<file path="src/hw/rtl/schroeder_reverb_channel_defines.svh">
// ----------------------------------------------------------------------------
// Reverb channel assertion macros
// Shared concurrent assertion forms for the reverb channel modules.
// ----------------------------------------------------------------------------
`ifndef SCHROEDER_REVERB_CHANNEL_DEFINES_SVH
`define SCHROEDER_REVERB_CHANNEL_DEFINES_SVH

// same-cycle implication
`define SRV_ASSERT_IMP(lbl, clk, rst, ante, cons) \
   lbl: assert property (@(posedge clk) disable iff (rst) (ante) |-> (cons)) \
      else $error("assertion failed: same-cycle implication");

// next-cycle implication
`define SRV_ASSERT_NXT(lbl, clk, rst, ante, cons) \
   lbl: assert property (@(posedge clk) disable iff (rst) (ante) |=> (cons)) \
      else $error("assertion failed: next-cycle implication");

`endif

</file>
<file path="src/hw/rtl/srv_pkg.sv">
// ----------------------------------------------------------------------------
// Reverb channel package
// Configuration, command and status types shared by the reverb modules.
// ----------------------------------------------------------------------------
package srv_pkg;

   localparam int NCOMB    = 4;
   localparam int NAP      = 2;
   localparam int ADDR_W   = 6;
   localparam int DATA_W   = 64;

   localparam logic [2:0] REG_PD_LENGTH       = 3'd0;
   localparam logic [2:0] REG_COMB_LENGTHS    = 3'd1;
   localparam logic [2:0] REG_ALLPASS_LENGTHS = 3'd2;
   localparam logic [2:0] REG_COMB_FEEDBACKS  = 3'd3;
   localparam logic [2:0] REG_DAMPING         = 3'd4;
   localparam logic [2:0] REG_WET_GAIN        = 3'd5;
   localparam logic [2:0] REG_DRY_GAIN        = 3'd6;

   typedef struct packed {
      logic [14:0] pd_length;
      logic [47:0] comb_lengths;
      logic [17:0] allpass_lengths;
      logic [59:0] comb_feedbacks;
      logic [14:0] damping;
      logic [15:0] wet_gain;
      logic [15:0] dry_gain;
   } cfg_type;

   typedef enum logic [3:0] {
      OP_NOP,
      OP_PD_READ,
      OP_PD_WRITE,
      OP_CB_READ,
      OP_CB_MUL_Y,
      OP_CB_MUL_LP,
      OP_CB_LP,
      OP_CB_MUL_FB,
      OP_CB_WRITE,
      OP_AP_READ,
      OP_AP_MUL,
      OP_AP_WRITE,
      OP_MIX_DRY,
      OP_MIX_WET,
      OP_OUT
   } op_type;

   typedef struct packed {
      op_type     op;
      logic [1:0] idx;
   } cmd_type;

   typedef struct packed {
      logic clear_busy;
      logic out_full;
   } status_type;

   typedef enum logic [3:0] {
      ST_IDLE,
      ST_PD,
      ST_CRD,
      ST_CMY,
      ST_CMLP,
      ST_CLP,
      ST_CMFB,
      ST_CWR,
      ST_ARD,
      ST_AMUL,
      ST_AWR,
      ST_DRY,
      ST_WET,
      ST_OUT
   } state_type;

endpackage

</file>
<file path="src/hw/rtl/srv_csr.sv">
// ----------------------------------------------------------------------------
// Reverb channel register block
// APB-style register file holding delay lengths, gains and damping.
// ----------------------------------------------------------------------------
module srv_csr (
   input  logic                        clock,
   input  logic                        reset,
   input  logic                        csr_psel,
   input  logic                        csr_penable,
   input  logic                        csr_pwrite,
   input  logic [srv_pkg::ADDR_W-1:0]  csr_paddr,
   input  logic [srv_pkg::DATA_W-1:0]  csr_pwdata,
   output logic [srv_pkg::DATA_W-1:0]  csr_prdata,
   output logic                        csr_pready,
   output srv_pkg::cfg_type            cfg
);
   import srv_pkg::*;

   cfg_type    cfg_ff, cfg_in;
   logic [2:0] reg_idx;
   logic       wr_en;

   assign csr_pready = 1'b1;
   assign reg_idx    = csr_paddr[ADDR_W-1:3];
   assign wr_en      = csr_psel && csr_penable && csr_pwrite;
   assign cfg        = cfg_ff;

   always_comb begin
      cfg_in = cfg_ff;
      if (wr_en) begin
         case (reg_idx)
            REG_PD_LENGTH:       cfg_in.pd_length       = csr_pwdata[14:0];
            REG_COMB_LENGTHS:    cfg_in.comb_lengths    = csr_pwdata[47:0];
            REG_ALLPASS_LENGTHS: cfg_in.allpass_lengths = csr_pwdata[17:0];
            REG_COMB_FEEDBACKS:  cfg_in.comb_feedbacks  = csr_pwdata[59:0];
            REG_DAMPING:         cfg_in.damping         = csr_pwdata[14:0];
            REG_WET_GAIN:        cfg_in.wet_gain        = csr_pwdata[15:0];
            REG_DRY_GAIN:        cfg_in.dry_gain        = csr_pwdata[15:0];
            default:             cfg_in = cfg_ff;
         endcase
      end
   end

   always_comb begin
      case (reg_idx)
         REG_PD_LENGTH:       csr_prdata = DATA_W'(cfg_ff.pd_length);
         REG_COMB_LENGTHS:    csr_prdata = DATA_W'(cfg_ff.comb_lengths);
         REG_ALLPASS_LENGTHS: csr_prdata = DATA_W'(cfg_ff.allpass_lengths);
         REG_COMB_FEEDBACKS:  csr_prdata = DATA_W'(cfg_ff.comb_feedbacks);
         REG_DAMPING:         csr_prdata = DATA_W'(cfg_ff.damping);
         REG_WET_GAIN:        csr_prdata = DATA_W'(cfg_ff.wet_gain);
         REG_DRY_GAIN:        csr_prdata = DATA_W'(cfg_ff.dry_gain);
         default:             csr_prdata = '0;
      endcase
   end

   always_ff @(posedge clock) begin
      if (reset) begin
         cfg_ff.pd_length       <= 15'd1;
         cfg_ff.comb_lengths    <= 48'd144206570935698;
         cfg_ff.allpass_lengths <= 18'd42224;
         cfg_ff.comb_feedbacks  <= '0;
         cfg_ff.damping         <= '0;
         cfg_ff.wet_gain        <= '0;
         cfg_ff.dry_gain        <= 16'd16384;
      end else begin
         cfg_ff <= cfg_in;
      end
   end

endmodule

</file>
<file path="config.mk">
export PLATFORM = sky130hd
export DESIGN_NAME = srv_csr
export DESIGN_NICKNAME = d
export VERILOG_FILES = /design/src/hw/rtl/schroeder_reverb_channel_defines.svh /design/src/hw/rtl/srv_pkg.sv /design/src/hw/rtl/srv_csr.sv
export SDC_FILE = /design/constraint.sdc
export NUM_CORES = 1
export LEC_CHECK = 0
export ABC_AREA = 0
export BUFFER_PORTS_ARGS = -buffer_cell sky130_fd_sc_hd__buf_2
export CORE_AREA = 8 8 183 185
export CTS_CLUSTER_DIAMETER = 100
export DETAILED_ROUTE_END_ITERATION = 10
export DIE_AREA = 0 0 191 193
export PLACE_DENSITY_LB_ADDON = 0.08
export SLEW_MARGIN = 20
export SYNTH_ARGS = -nofsm -noshare
export SYNTH_HDL_FRONTEND = slang
export SYNTH_SLANG_ARGS = --single-unit
</file>
<file path="constraint.sdc">
create_clock -name clock -period 3.1 [get_ports clock]
set_input_delay 0.31 -clock clock [delete_from_list [all_inputs] [get_ports clock]]
set_output_delay 0.31 -clock clock [all_outputs]
set_load 0.01 [all_outputs]
</file>
==> Yosys cells after proc, flatten, opt, wreduce, memory -nomap -nowiden <==
Index checks and enable logic that the tools add are counted.
{ "classes": {"n_reduce_logical": 10, "eq_ne": 6, "muxes": 1} }
{ "op_table": {"columns": ["cell", "n"], "rows": [
  ["60-bit case mux with 7 select lines", 1],
  ["2-bit AND reduction", 7],
  ["3-bit == test, second input constant", 3],
  ["3-bit by 2-bit == test with 1-bit output, second input constant", 2],
  ["3-bit by 1-bit == test with 1-bit output, second input constant", 1],
  ["3-bit logical NOT", 1],
  ["1-bit logical AND", 2]
]} }
{ "totals": {"reg_bits": 188, "inputBits": 75, "word_cells": 24, "output_inout_bits": 253} }

==> Logic depth before layout (Yosys ltp) <==
{ "depth": {"ltp_word": 3, "ltp_mapped": 6} }

==> Worst setup path before layout <==
No wires, ideal clock.
{ "synth_timing": {"path_kind": "input to output", "start": "input csr_paddr[4] in the netlist's numbering", "end": "output csr_prdata[0] in the netlist's numbering", "slack_ns": 1.449, "stages": 5, "path_buffers": 2, "required_ns": 2.790, "t_arrival_ns": 1.341, "path_cell_list": "buf_6 -> buf_8 -> mux2_4 -> a32o_1 -> a221o_1"} }
{ "synth_via": {"elab_chain_len": 2, "elab_cells_between_ends": 8, "cone_classes": "eq/ne (6); mux (1); reduce/logical (1)"} }
{ "synth_rtl": {"columns": ["element", "line_no", "source"], "rows": [
  ["start: declaration", "srv_csr.sv:11", "input logic [srv_pkg::ADDR_W-1:0] csr_paddr,"],
  ["3-bit == test, or another cell as far along", "srv_csr.sv:45", "case (reg_idx)"],
  ["60-bit case mux with 7 select lines *", "srv_csr.sv:45", null],
  ["end: declaration", "srv_csr.sv:13", "output logic [srv_pkg::DATA_W-1:0] csr_prdata,"]
]} }
Every way passes the cells marked *; elsewhere a longest branch is shown, timed or not.

==> Worst setup path in the final report <==
{ "layout_timing": {"start": "input csr_paddr[5] in the netlist's numbering", "end": "output csr_prdata[5] in the netlist's numbering"} }
Same word-level chain as after synthesis.

==> results.md <==
* Min-Delay Endpoint: cfg[160]$_SDFFE_PP0P_
* Worst-Skew Late Latency at about 440 ps
* GP Congestion at 0.743
* CP peak stage delay at 840 ps
* Synth Cell Area at 0.00903 sq mm
* Synth Area in Simple Gates at 0.190
* Ys flop type: dfxtp_1
* DR iter-0 viols at 424
* DIE WIDTH at 191 um
* Max_slew headroom at 0.345
* Crit path depth at 5
* Post_cts resized at 0
* R2R setup slack at 2300 ps
* Yosys cell types at 33
* Avg Cell Area, Syn at 9.14 sq um
* CTS Buffer Depth at 2
* Crit end category: primary output
* Clock Pin Slew Worst Setup and Hold Paths at 80 ps
* Post-route minimum period at 2440 ps
* IO Port Bufs at 315
* Adder-Cell Fraction of Synth Area at 0
* Die Y at about 190 um
* CTS buffer count at 17
* Drt pass-1 iters at 4
* Synth area leader: dfxtp_1
* WP buf/inv at 2
* Endpoints failing hold at 0
* Routed vias/inst at 4.88
* Slowest cell on crit path: nor2b_1
* CTS root buf: clkbuf_16
* Starting Density at 0.293
* Crit path max-delay family: simple AND/OR/NAND/NOR gates
* Die Area at around 0.037 sq mm
* VDD IR-drop max at a little over 0.3 mV
* Vias at ~8100
* Hold path depth at 3
* Hold_buf cts at 0
* Slew @ Worst Pin at 981 ps
* First-pass GRT wire length at 53300 um
* Post-synth top cells: dfxtp_1, mux2i_1, o21ai_0, nor2_1, nand2b_1
* CP Data Required Time at 2790 ps
* RSZ-0062 raised after global routing: false
* Total GRT Usage at 0.189
* Via count of the first global-routing pass at 8282
* PwrDens at 447 mW/mm^2
* DRC errors left at 0
* Max-cap viol count at 0
* WP data arrival at about 2100 ps
* CTS tree: done
* Cell Area, Placed at around 0.011 sq mm
* Largest family of logic cells by synthesized area: multiplexers
* Max FFs per register at 188
* R2r startpoint: cfg[53]$_SDFFE_PP0P_
* Core footprint at 0.0308 sq mm
* Fmax at between 400 and 500 MHz
* FFs w/ async S/R, synth at 0
* Ys Warns at 0
* Largest net degree at the start of global routing at 84
* Synth Register Bits at 188
* Row Count at 65
* # H-tree levels at 4
* Skew final at 0 ps
* Setup Buffers After CTS at 0
* Lkg Pwr at 5.28 nW
* Seq/Total Area, Yosys at 0.417
* Syn-to-layout area delta at 25.9%
* Worst-case reg-to-reg path depth at 3
* Finished Cell Area at 0.0114 sq mm
* Routed length per placed instance at 21.6 um
* Cell Chain, Critical Path: buf_2 -> nor2b_1 -> a32o_1 -> a221o_1 -> buf_2
* Synth top area cells: dfxtp_1, mux2i_1, nand2b_1
* Period Utilization, post-route at 0.786
* Most common cell in the netlist: dfxtp_1
* Crit start category: primary input
* Nets at 1322
* I/O pin count at roughly 330
* Cells after Synth at slightly below 1000
* Total grt overflow at 0
* Antenna-violating nets left at 0
* Final setup fails at 0
* Xor/xnor share of the synthesized area at 0
* CTS sink cnt at 188
* Hold Startpoint: csr_pwdata[35]
* Setup TNS at 0 ps
* CP Max Fanout at 14
* Worst min path class: in2reg
* Post-synthesis mux area share at 0.201
* Dpl hpwl at 24000 um
* Synth Area in Compound Gates at 0.133
* Cell mode on critical path: buf_2
* Max Slew Vio Count at 0
* WS Path Type: in2out
* Share of cells above drive strength 1 at 0.317
* Post-detailed-routing wire length at 35900 um
* Antenna violations before repair at 4
* Post-synth top area share at 0.417
* Run status: finished clean
* EDFF count, synth at 0
* RR Endpoint: cfg[53]$_SDFFE_PP0P_
## worst min-delay path, delay by kind of cell
| family | cells | cell delay (ps) |
|---|---|---|
| compound gates | 1 | 50 |
| buf+inv | 1 | 100 |
| simple gates | 1 | 60 |
## report_power, final
part           switching (W)  internal, W  leakage, nW
clock                0.00108      0.00106        0.262
combinational       0.000313     0.000176         3.50
sequential         0.0000153      0.00243         1.52
total                0.00141      0.00367         5.28
## worst max-delay path by stage
stage,start,to,slack (ps)
floorplan,csr_paddr[4],csr_prdata[0],1450
CTS,csr_paddr[5],csr_prdata[5],660
detailed placement,csr_paddr[5],csr_prdata[5],660
global route,csr_paddr[5],csr_prdata[7],590
global placement,csr_paddr[5],csr_prdata[5],680
finish,csr_paddr[5],csr_prdata[5],660
## placed cells by master, fill, tap and decap left out, types with 5 or more instances in the layout
master	netlist	routed
clkbuf_16	0	17
a32o_1	9	9
mux2_2	11	11
a221o_1	9	9
o2bb2ai_1	11	11
o21ai_0	110	110
buf_4	16	20
a21oi_1	60	60
nor2_1	104	104
and2_1	15	15
nor2b_1	33	31
nand3_1	24	23
mux2_4	6	6
buf_2	26	313
nand2_2	5	6
inv_6	0	5
mux2i_1	146	146
nand2b_1	102	102
a22oi_1	8	8
conb_1	2	5
mux4_2	6	6
dfxtp_1	188	188
nand4_1	31	31
## layout make-up
type / instances / area (sq um)
multi-input cells: 702 / 4760
inverters: 1 / 3.75
clock buffers: 20 / 437
clock inverters: 11 / 103
well taps: 402 / 503
repair buffers: 337 / 1790
fillers: 3302 / 19500
flip-flops and latches: 188 / 3760
diodes: 3 / 7.51
## kinds of logic (layout without fill, tap and decap cells)
logic type / after synthesis / count (layout)
muxes: 169 / 169
DFF: 188 / 188
and+or+nand+nor: 319 / 319
other: 2 / 8
AOI/OAI and AO/OA: 209 / 209
buffers and inverters: 101 / 369
## stage by stage
step | cells | utilization | hold WS (ps) | worst slack [ps] | power (W)
6_report | 1664 | 0.369 | 124 | 665 | 0.00508
5_1_grt | 1663 | 0.369 | 115 | 587 | 0.00529
4_1_cts | 1661 | 0.369 | 101 | 659 | 0.00516
3_5_place_dp | 1630 | 0.351 | 480 | 659 | 0.00300
3_3_place_gp | 1630 | 0.351 | 471 | 680 | 0.00300
2_1_floorplan | 991 | - | 458 | 1450 | 0.00280
## metal layers
metal	track usage	vias up	share of wire
li1	-	3968	-
met2	0.294	223	0.45
met4	0.0546	2	0.019
met1	0.259	3894	0.47
met3	0.0412	30	0.058
met5	0	-	0.00022
No activity file was read; power rests on OpenSTA's default activity.
