[src/hw/rtl/schroeder_reverb_channel_defines.svh]
// ----------------------------------------------------------------------------
// Reverb channel assertion macros
// Shared concurrent assertion forms for the reverb channel modules.
// ----------------------------------------------------------------------------
`ifndef SCHROEDER_REVERB_CHANNEL_DEFINES_SVH
`define SCHROEDER_REVERB_CHANNEL_DEFINES_SVH

// same-cycle implication
`define SRV_ASSERT_IMP(lbl, clk, rst, ante, cons) \
   lbl: assert property (@(posedge clk) disable iff (rst) (ante) |-> (cons)) \
      else $error("assertion failed: same-cycle implication");

// next-cycle implication
`define SRV_ASSERT_NXT(lbl, clk, rst, ante, cons) \
   lbl: assert property (@(posedge clk) disable iff (rst) (ante) |=> (cons)) \
      else $error("assertion failed: next-cycle implication");

`endif

[src/hw/rtl/srv_pkg.sv]
// ----------------------------------------------------------------------------
// Reverb channel package
// Configuration, command and status types shared by the reverb modules.
// ----------------------------------------------------------------------------
package srv_pkg;

   localparam int NCOMB    = 4;
   localparam int NAP      = 2;
   localparam int ADDR_W   = 6;
   localparam int DATA_W   = 64;

   localparam logic [2:0] REG_PD_LENGTH       = 3'd0;
   localparam logic [2:0] REG_COMB_LENGTHS    = 3'd1;
   localparam logic [2:0] REG_ALLPASS_LENGTHS = 3'd2;
   localparam logic [2:0] REG_COMB_FEEDBACKS  = 3'd3;
   localparam logic [2:0] REG_DAMPING         = 3'd4;
   localparam logic [2:0] REG_WET_GAIN        = 3'd5;
   localparam logic [2:0] REG_DRY_GAIN        = 3'd6;

   typedef struct packed {
      logic [14:0] pd_length;
      logic [47:0] comb_lengths;
      logic [17:0] allpass_lengths;
      logic [59:0] comb_feedbacks;
      logic [14:0] damping;
      logic [15:0] wet_gain;
      logic [15:0] dry_gain;
   } cfg_type;

   typedef enum logic [3:0] {
      OP_NOP,
      OP_PD_READ,
      OP_PD_WRITE,
      OP_CB_READ,
      OP_CB_MUL_Y,
      OP_CB_MUL_LP,
      OP_CB_LP,
      OP_CB_MUL_FB,
      OP_CB_WRITE,
      OP_AP_READ,
      OP_AP_MUL,
      OP_AP_WRITE,
      OP_MIX_DRY,
      OP_MIX_WET,
      OP_OUT
   } op_type;

   typedef struct packed {
      op_type     op;
      logic [1:0] idx;
   } cmd_type;

   typedef struct packed {
      logic clear_busy;
      logic out_full;
   } status_type;

   typedef enum logic [3:0] {
      ST_IDLE,
      ST_PD,
      ST_CRD,
      ST_CMY,
      ST_CMLP,
      ST_CLP,
      ST_CMFB,
      ST_CWR,
      ST_ARD,
      ST_AMUL,
      ST_AWR,
      ST_DRY,
      ST_WET,
      ST_OUT
   } state_type;

endpackage

[src/hw/rtl/srv_ctrl.sv]
// ----------------------------------------------------------------------------
// Reverb channel sequencer
// Steps one sample through predelay, combs, allpasses and the output mix.
// ----------------------------------------------------------------------------
`include "schroeder_reverb_channel_defines.svh"

module srv_ctrl (
   input  logic                clock,
   input  logic                reset,
   input  logic                req_valid,
   output logic                req_ready,
   input  srv_pkg::status_type status,
   output srv_pkg::cmd_type    cmd
);
   import srv_pkg::*;

   state_type  state_ff, state_in;
   logic [1:0] idx_ff, idx_in;

   always_ff @(posedge clock) begin
      if (reset) begin
         state_ff <= ST_IDLE;
         idx_ff   <= '0;
      end else begin
         state_ff <= state_in;
         idx_ff   <= idx_in;
      end
   end

   always_comb begin
      state_in  = state_ff;
      idx_in    = idx_ff;
      req_ready = 1'b0;
      cmd.op    = OP_NOP;
      cmd.idx   = idx_ff;
      case (state_ff)
         ST_IDLE: begin
            req_ready = !status.clear_busy;
            if (req_valid && !status.clear_busy) begin
               cmd.op   = OP_PD_READ;
               state_in = ST_PD;
            end
         end
         ST_PD: begin
            cmd.op   = OP_PD_WRITE;
            idx_in   = '0;
            state_in = ST_CRD;
         end
         ST_CRD: begin
            cmd.op   = OP_CB_READ;
            state_in = ST_CMY;
         end
         ST_CMY: begin
            cmd.op   = OP_CB_MUL_Y;
            state_in = ST_CMLP;
         end
         ST_CMLP: begin
            cmd.op   = OP_CB_MUL_LP;
            state_in = ST_CLP;
         end
         ST_CLP: begin
            cmd.op   = OP_CB_LP;
            state_in = ST_CMFB;
         end
         ST_CMFB: begin
            cmd.op   = OP_CB_MUL_FB;
            state_in = ST_CWR;
         end
         ST_CWR: begin
            cmd.op = OP_CB_WRITE;
            if (idx_ff == 2'(NCOMB - 1)) begin
               idx_in   = '0;
               state_in = ST_ARD;
            end else begin
               idx_in   = idx_ff + 2'd1;
               state_in = ST_CRD;
            end
         end
         ST_ARD: begin
            cmd.op   = OP_AP_READ;
            state_in = ST_AMUL;
         end
         ST_AMUL: begin
            cmd.op   = OP_AP_MUL;
            state_in = ST_AWR;
         end
         ST_AWR: begin
            cmd.op = OP_AP_WRITE;
            if (idx_ff == 2'(NAP - 1)) begin
               idx_in   = '0;
               state_in = ST_DRY;
            end else begin
               idx_in   = idx_ff + 2'd1;
               state_in = ST_ARD;
            end
         end
         ST_DRY: begin
            cmd.op   = OP_MIX_DRY;
            state_in = ST_WET;
         end
         ST_WET: begin
            cmd.op   = OP_MIX_WET;
            state_in = ST_OUT;
         end
         ST_OUT: begin
            // hold the finished mix until the output register drains
            if (!status.out_full) begin
               cmd.op   = OP_OUT;
               state_in = ST_IDLE;
            end
         end
         default: begin
            state_in = ST_IDLE;
         end
      endcase
   end

   `SRV_ASSERT_IMP(a_no_accept_in_clear, clock, reset, status.clear_busy, !req_ready)
   `SRV_ASSERT_NXT(a_accept_starts_item, clock, reset, req_valid && req_ready, state_ff == ST_PD)
   `SRV_ASSERT_IMP(a_out_needs_room, clock, reset, cmd.op == OP_OUT, !status.out_full)

endmodule

[config.mk]
export PLATFORM = sky130hd
export DESIGN_NAME = srv_ctrl
export DESIGN_NICKNAME = d
export VERILOG_FILES = /design/src/hw/rtl/srv_pkg.sv /design/src/hw/rtl/srv_ctrl.sv
export VERILOG_INCLUDE_DIRS = /design/src /design/src/hw/rtl
export SDC_FILE = /design/constraint.sdc
export NUM_CORES = 1
export LEC_CHECK = 0
export ABC_CLOCK_PERIOD_IN_PS = 2400
export BUFFER_PORTS_ARGS = -buffer_cell sky130_fd_sc_hd__buf_2
export CAP_MARGIN = 20
export CORE_AREA = 4 4 41 43
export DETAILED_ROUTE_END_ITERATION = 8
export DIE_AREA = 0 0 45 47
export PLACE_DENSITY = 0.57
export SYNTH_ARGS = -nofsm -noshare
export SYNTH_HDL_FRONTEND = slang
export SYNTH_SLANG_ARGS = --single-unit
[constraint.sdc]
create_clock -name clock -period 2.4 [get_ports clock]
set_input_delay 0.36 -clock clock [delete_from_list [all_inputs] [get_ports clock]]
set_output_delay 0.36 -clock clock [all_outputs]
set_load 0.02 [all_outputs]
---- After elaboration in Yosys (flattened, before gate mapping) ----
Index checks and enable logic that the tools add are counted.
storage, ports and cells
  flip-flop bits (word level) ............. 6
  logic and storage cells ................. 37
  bits of input ports ..................... 5
operators by class
  reductions and logical operators ........ 5
  eq/ne operators ......................... 17
  add/subtract/negate cells ............... 1
  multiplexer cells ....................... 12
operators with widths
  cell                                                             number
  4-bit case mux with 14 select lines                              2
  4-bit == test, second input constant                             6
  4-bit by 3-bit == test with 1-bit output, second input constant  4
  4-bit two-way mux                                                4
  4-bit by 2-bit == test with 1-bit output, second input constant  2
  2-bit two-way mux                                                3
  2-bit case mux with 3 select lines                               1
  4-bit by 1-bit == test with 1-bit output, second input constant  1
  4-bit logical NOT                                                1
  2-bit != test, second input constant                             2
  3-bit nonzero test                                               1
  2-bit by 1-bit adder with 2-bit output, second input constant    1
  2-bit by 1-bit == test with 1-bit output, second input constant  1
  2-bit == test, second input constant                             1
  1-bit two-way mux                                                2
  2-bit AND reduction                                              1
  1-bit logical AND                                                1
  1-bit logical NOT                                                1

---- Longest topological paths before layout ----
Gate-level depths: netlist of run 1.
  depth after elaboration ................. 4
  gate-level depth with buffers ........... 5
  gate-level depth less buffers ........... 5

---- Least setup slack after synthesis of run 1 ----
No wires, ideal clock.
  path type ............................... register -> output
  from .................................... register state_ff[1]
  to ...................................... output port cmd[5] (netlist bit)
  buffers on the path ..................... 1
  setup slack ............................. 0.811 ns
  arrival ................................. 1.229 ns
  cell stages (with the launch flop) ...... 4
  cells stage by stage .................... dfxtp_1 -> buf_2 -> nand2_1 -> o31ai_1
RTL lines
  item                    line            RTL
  from (decl)             srv_ctrl.sv:17  state_type state_ff, state_in;
  from (signal assigned)  srv_ctrl.sv:25  state_ff <= state_in;
  to (decl)               srv_ctrl.sv:13  output srv_pkg::cmd_type cmd

==> results of run 1 <==
[registers in the layout, indices dropped and copies added (netlist names)]
signal,count
idx_ff,2
state_ff,4
[per-stage QoR]
step	utilization, %	instances	hold WS (ns)	setup WS (ns)
after floorplan	-	61	0.429	0.811
after global placement	42.6	83	0.518	0.707
after detailed placement	42.6	83	0.515	0.709
after CTS	44.3	86	0.386	0.468
after global routing	44.3	86	0.368	0.276
final	44.3	86	0.389	0.453
[cell type report]
cell class | count | area [sq um] | share of cell area (%)
clock buffers | 3 | 22.5 | 3.90
repair buffers | 11 | 55.1 | 9.54
multi-input cells | 43 | 330 | 57.3
inverters | 8 | 30.0 | 5.21
flip-flops and latches | 6 | 120 | 20.8
well taps | 15 | 18.8 | 3.25
[routing by layer]
layer / wire length, um / up-vias / GRT usage (%)
li1: - / 247 / -
met1: 536 / 221 / 17.4
met2: 514 / 10 / 17.5
met3: 21 / 2 / 3.45
met4: 19 / 0 / 12.3
met5: 0 / - / 0
[where the power goes]
| group | leakage (nW) | internal (mW) | switching, mW |
|---|---|---|---|
| registers | 0.0487 | 0.106 | 0.0212 |
| logic | 0.148 | 0.0347 | 0.0453 |
| clock network | 0.0138 | 0.0564 | 0.0340 |
| total | 0.210 | 0.197 | 0.100 |
[cells by family (layout without fill, tap and decap cells)]
logic type / count (synthesis) / after routing / synth area share (%)
buffers and inverters: 12 / 22 / 11.5
and+or+nand+nor: 15 / 15 / 19.4
xor gates and xnor gates: 2 / 2 / 3.44
AOI/OAI and AO/OA: 23 / 23 / 34.6
DFF: 6 / 6 / 23.6
adders and majority gates: 3 / 3 / 7.37
[synthesized netlist by cell type]
master	n
inv_1	8
dfxtp_1	6
nand2b_1	4
o21ai_0	4
a21oi_1	3
ha_1	3
a211oi_1	2
buf_2	2
nand2_1	2
nand3b_1	2
nor2_1	2
xnor2_1	2
a2111oi_0	1
a2111oi_2	1
a211o_1	1
a22o_1	1
a311o_1	1
a311oi_2	1
a31oi_1	1
and2_1	1
and4_1	1
and4bb_1	1
buf_4	1
buf_6	1
o211ai_1	1
o21ai_1	1
o22ai_1	1
o2bb2ai_1	1
o31ai_1	1
o32a_1	1
o32ai_1	1
or2_1	1
or4b_1	1
[critical path, stage by stage, from the launching register on]
cell       delay [ns]
dfxtp_1          0.42
a2111oi_0        0.63
a211oi_1         0.10
buf_2            0.19
[final timing paths]
path / to / start / slack [ns]
setup / recovery: cmd[2] / state_ff[3] / 0.45
hold / removal: state_ff[1] / reset / 0.39
setup reg to reg: idx_ff[0] / state_ff[0] / 0.97
hold reg to reg: idx_ff[1] / idx_ff[1] / 0.52
==> reports/qor.yml, run 1 <==
synth_top_area_share_pct: 23.6
fillCellCount: 144
worst_slew_pin_slew_ns: 0.645
grt_pass1_vias: 459
grt_max_degree: 17
drv_slew: 0
criticalPathCategory: "reg2out"
fmax_ghz: 0.514
die-area_sq_um: 2120
grt_remaining_overflow: 0
ctsResizeCount: 0
maxCapViolCount: 0
cts_tree: "done"
cts-buffers-inserted: 3
cts.htree.levels: 1
drcViolationCount: 0
yosysSeqAreaShare_pct: 23.6
groute.usage.overall_pct: 13.3
yosys_warnings: 0
period_needed_ns: 1.95
routed_via_density: 5.58
drive_gt1_share_pct: 22.5
postSynthRegisterBits: 6
core_area_sq_um: 1300
cts_root_buffer: "clkbuf_4"
clkTransAtPathRegs_ns: 0.04
hpwl_um: 798
synth_nets: 69
gp_congestion: 0.741
worst_r2r_path_depth: 3
cts_hold_buf: 0
die_x_um: 45
synth_cell_types: 33
drt-total-wl_um: 1090
num_antenna_cells: 0
die_y_um: 47
cp_max_fo: 12
port_buffers: 11
ios: 12
status: "complete, no violations"
place_area_sq_um: 554
drtIter0Drc: 4
power_leakage_nw: 0.210
clock_latency_ns: 0.24
final_cell_mix: "11 x buf_2, 8 x inv_1, 6 x dfxtp_1"
cts_setup_buffers: 0
finalClockSkew_ns: 0.00166
hold_viol: 0
ir_drop_v: 0.000218
layout_commonest_cell: "buf_2"
rsz0062_at_grt: "no"
antenna_found_initial: 0
start_util_pct: 39.1
rows: 13
routedWlPerCell_um: 12.7
synth.area.top_cells: "dfxtp_1 24%, ha_1 7.4%, inv_1 5.9%"
setup_viol: 0
synth.cell_area_sq_um: 509
vias: 480
p_per_area_nw_per_um2: 515
area_delta_synth_final_pct: 13.3
ant_nets: 0
power.total_uw: 297
max-slew-margin-rel_pct: 55.9
clockBufferDepth: 2
grt_first_pass_wirelength_um: 1970
syn_area_per_cell_sq_um: 8.35
fin_setup_tns_ns: 0
hold_path.class: "in2reg"
netlist_instances: 61
nets: 81
yosysTopAreaCell: "dfxtp_1"
firstDrtPassIters: 4
hold_depth: 2
postLayoutCellArea_sq_um: 577
startpoint_type: "flip-flop"
crit_path_end_kind: "output pin"
worstPathRequired_ns: 2.04
min_period_over_period_pct: 81.1
cts.sinks: 6
worst_ep_arrival_time_ns: 1.59
Power figures use the tool's default switching activity.
==> run 2: changes to the inputs <==
- ABC_CLOCK_PERIOD_IN_PS: 2400 -> 1600
- PLACE_DENSITY: 0.57 -> 0.59
- clock period: 2.4 -> 1.6 ns (I/O delays scaled with it)
==> reports/qor.yml, run 2 (same netlist as run 1, synthesis figures left out) <==
hold_viol: 0
groute.usage.overall_pct: 14.3
worst_slew_pin_slew_ns: 0.330
antenna_found_initial: 0
rows: 13
p_comb_share_pct: 31.4
dp_cells: 87
status: "complete, no violations"
grt_pass1_vias: 473
drv_slew: 0
crit_path_end_kind: "output pin"
clkTransAtPathRegs_ns: 0.05
core_area_sq_um: 1300
cts_setup_buffers: 0
criticalPathCategory: "reg2out"
clock_latency_ns: 0.25
hold_path.class: "in2reg"
grtUsageMet1_pct: 17.2
p_per_area_nw_per_um2: 759
grt_remaining_overflow: 0
cts_root_buffer: "clkbuf_4"
intPower_uw: 310
multiInputGateArea_sq_um: 337
port_buffers: 11
p_seq_share_pct: 38.7
regMostFlops: "state_ff"
largest_register_ffs: 4
worstPathRequired_ns: 1.36
top_regs: "state_ff x4, idx_ff x2"
layout_commonest_cell: "buf_2"
rsz0062_at_grt: "no"
firstDrtPassIters: 4
final_cell_mix: "11 x buf_2, 8 x inv_1"
drive_gt1_share_pct: 33.3
clockBufferDepth: 2
power.total_uw: 469
drcViolationCount: 0
register_area_sq_um: 125
die-area_sq_um: 2120
cts_hold_buf: 0
vias: 508
busiest_layer: "met2"
grt_first_pass_wirelength_um: 2170
final_cells: 90
cp_max_fo: 5
cts_tree: "done"
fin_setup_tns_ns: 0
drt-total-wl_um: 1220
period_needed_ns: 1.48
power_leakage_nw: 0.236
nets: 85
finalClockSkew_ns: 0.00630
drtIter0Drc: 8
ir_drop_v: 0.000367
fillCellCount: 148
min_period_over_period_pct: 92.4
gp_congestion: 0.740
cts-buffers-inserted: 3
ant_nets: 0
cts.sinks: 6
final.setup.worst_slack_ns: 0.122
routedWlPerCell_um: 13.6
start_util_pct: 39.1
ctsResizeCount: 3
p_sw_share_pct: 34.0
ios: 12
hpwl_um: 919
num_antenna_cells: 0
maxCapViolCount: 0
startpoint_type: "flip-flop"
fmax_ghz: 0.677
setup_viol: 0
area_delta_synth_final_pct: 21.4
use_met3_pct: 6.90
routed_via_density: 5.64
die_x_um: 45
worst_ep_arrival_time_ns: 1.24
cts.htree.levels: 1
die_y_um: 47
max-slew-margin-rel_pct: 78.0
p_clk_share_pct: 29.9
place_ws_ns: 0.185
grt_max_degree: 12
power.net_switching_uw: 160
grt_util_met2_pct: 24.0
[run 2: cell types whose count changed in the layout (fill, tap and decap cells not counted)]
cell	delta
a2111oi_2	+1
a2111oi_0	-1
dfxtp_2	+4
buf_4	+4
dfxtp_1	-4
[run 2: final timing paths]
check	depth (start not counted)	slack, ns	from	endpoint
min	2	0.28	reset	state_ff[1]
max	3	0.12	state_ff[3]	cmd[2]
max reg2reg	4	0.35	idx_ff[0]	state_ff[0]
min reg2reg	1	0.53	idx_ff[1]	idx_ff[1]
[run 2: per-layer routing]
layer | up-vias | wire, um
li1 | 255 | -
met1 | 247 | 575
met2 | 6 | 601
met3 | 0 | 46
met4 | 0 | 0
met5 | - | 0
[run 2: layout make-up]
type                       count  share of cell area (%)
multi-input combinational     43                    54.5
sequential                     6                    20.2
timing repair buffer          15                    13.8
inverter                       8                    4.86
clock buffer                   3                    3.64
tap                           15                    3.04
[run 2: through the flow]
stage	cell area [sq um]	hold WS (ns)	utilization, %
floorplan	509	0.309	-
global placement	584	0.523	44.9
detailed placement	584	0.522	44.9
CTS	614	0.268	47.2
global route	618	0.276	47.5
finish	618	0.276	47.5
[run 2: critical path, stage by stage, from the launching register on]
cell and delay [ns]:
dfxtp_2 0.34, a2111oi_2 0.38, a211oi_1 0.09, buf_2 0.17
[run 2: power by group through the flow]
stage / logic [mW] / clock network (mW) / registers (mW)
after floorplan: 0.109 / 0 / 0.169
after global placement: 0.144 / 0 / 0.181
after detailed placement: 0.144 / 0 / 0.181
after CTS: 0.148 / 0.150 / 0.180
after global routing: 0.161 / 0.159 / 0.185
final: 0.147 / 0.140 / 0.182
==> run 3: changes to the inputs <==
--- a/constraint.sdc
+++ b/constraint.sdc
@@ -3,2 +3,2 @@
 set_output_delay 0.24 -clock clock [all_outputs]
-set_load 0.02 [all_outputs]
+set_load 0.005 [all_outputs]
==> reports/qor.yml, run 3 (same netlist as run 1, synthesis figures left out) <==
rows: 13
worst_ep_arrival_time_ns: 1.27
status: "complete, no violations"
hold_ws_ns: 0.260
cts.sinks: 6
cts_tree: "done"
die-area_sq_um: 2120
groute.usage.overall_pct: 14.3
ios: 12
max-slew-margin-rel_pct: 76.5
layout_commonest_cell: "buf_2"
r2r-end: "state_ff[0]"
rsz0062_at_grt: "no"
worst_slew_pin_slew_ns: 0.352
cts_setup_buffers: 0
area_delta_synth_final_pct: 18.4
vias: 511
slowest_stage: "a2111oi_2"
cts.htree.levels: 1
top_regs: "state_ff x4, idx_ff x2"
die_y_um: 47
hpwl_um: 895
clock_latency_ns: 0.25
p_per_area_nw_per_um2: 750
die_x_um: 45
num_antenna_cells: 0
r2r_slack_ns: 0.32
port_buffers: 11
drive_gt1_share_pct: 31.5
maxCapViolCount: 0
hold_path.class: "in2reg"
crit_chain: "a2111oi_2, a211oi_1, buf_2"
critPathBufInv: 1
drt-total-wl_um: 1210
clockBufferDepth: 2
power.total_uw: 452
cts_root_buffer: "clkbuf_4"
grt_first_pass_wirelength_um: 2200
largest_register_ffs: 4
setup_viol: 0
max_stage_delay_ns: 0.41
nets: 83
fmax_ghz: 0.664
final_cell_mix: "11 x buf_2, 8 x inv_1, 4 x o21ai_0, 4 x nand2b_1, 4 x dfxtp_2"
grt_max_degree: 13
min_period_over_period_pct: 94.2
grt_pass1_vias: 473
drcViolationCount: 0
cts_hold_buf: 0
core_area_sq_um: 1300
crit_path_end_kind: "output pin"
ir_drop_v: 0.000351
grt_remaining_overflow: 0
clkTransAtPathRegs_ns: 0.05
firstDrtPassIters: 6
worst_r2r_path_depth: 4
finalClockSkew_ns: 0.00753
fin_setup_tns_ns: 0
period_needed_ns: 1.51
antenna_found_initial: 0
routedWlPerCell_um: 13.8
routed_via_density: 5.81
hold_depth: 2
regMostFlops: "state_ff"
hold_start: "reset"
drv_slew: 0
ant_nets: 0
criticalPathCategory: "reg2out"
worstPathRequired_ns: 1.36
cts-buffers-inserted: 3
cp_max_fo: 12
start_util_pct: 39.1
crit_family: "compound AO/OA/AOI/OAI gates"
gp_congestion: 0.696
min_to: "state_ff[1]"
hold_viol: 0
drtIter0Drc: 19
startpoint_type: "flip-flop"
crit-reg2reg-launch: "idx_ff[0]"
power_leakage_nw: 0.225
[run 3: cell count changes in the layout (fill, tap and decap cells not counted), sizes merged]
| cell | change |
|---|---|
| buf | -2 |
[run 3: metal layers]
layer	GRT usage [%]	part of all wire [%]
met3	3.45	4.4
met1	18.7	46
met4	5.26	1.4
met2	22.9	48
met5	0	0
[run 3: worst max-delay path by stage]
stage	startpoint	to	slack, ns	cells past startpoint
2_1_floorplan	state_ff[3]	cmd[2]	0.36	3
3_3_place_gp	state_ff[3]	cmd[2]	0.21	3
3_5_place_dp	state_ff[3]	cmd[2]	0.17	3
4_1_cts	state_ff[2]	cmd[2]	0.02	3
5_1_grt	state_ff[3]	cmd[2]	0.005	3
6_report	state_ff[3]	cmd[2]	0.09	3
[run 3: per-stage QoR]
| stage | instance area, sq um | std cells | setup slack, ns | util (%) |
|---|---|---|---|---|
| after floorplan | 509 | 61 | 0.356 | - |
| after global placement | 569 | 85 | 0.212 | 43.8 |
| after detailed placement | 569 | 85 | 0.167 | 43.8 |
| after CTS | 596 | 88 | 0.0172 | 45.8 |
| after global routing | 603 | 88 | 0.00526 | 46.3 |
| final | 603 | 88 | 0.0929 | 46.3 |
[run 3: cell type report]
class / instances / area (sq um)
clock buffer: 3 / 22.5
sequential: 6 / 125
timing repair buffer: 13 / 70.1
multi-input combinational: 43 / 337
fill: 145 / 698
inverter: 8 / 30.0
tap: 15 / 18.8
[run 3: report_power, final]
group / leakage, nW / internal (mW) / switching [mW]
clock network: 0.0138 / 0.0854 / 0.0620
logic: 0.160 / 0.0624 / 0.0583
registers: 0.0505 / 0.160 / 0.0237
[run 3: timing repair]
| action | CTS | global route |
|---|---|---|
| gates resized for setup | 3 | 3 |
| endpoints found under the setup margin | 3 | 4 |
| cloned | 0 | 0 |
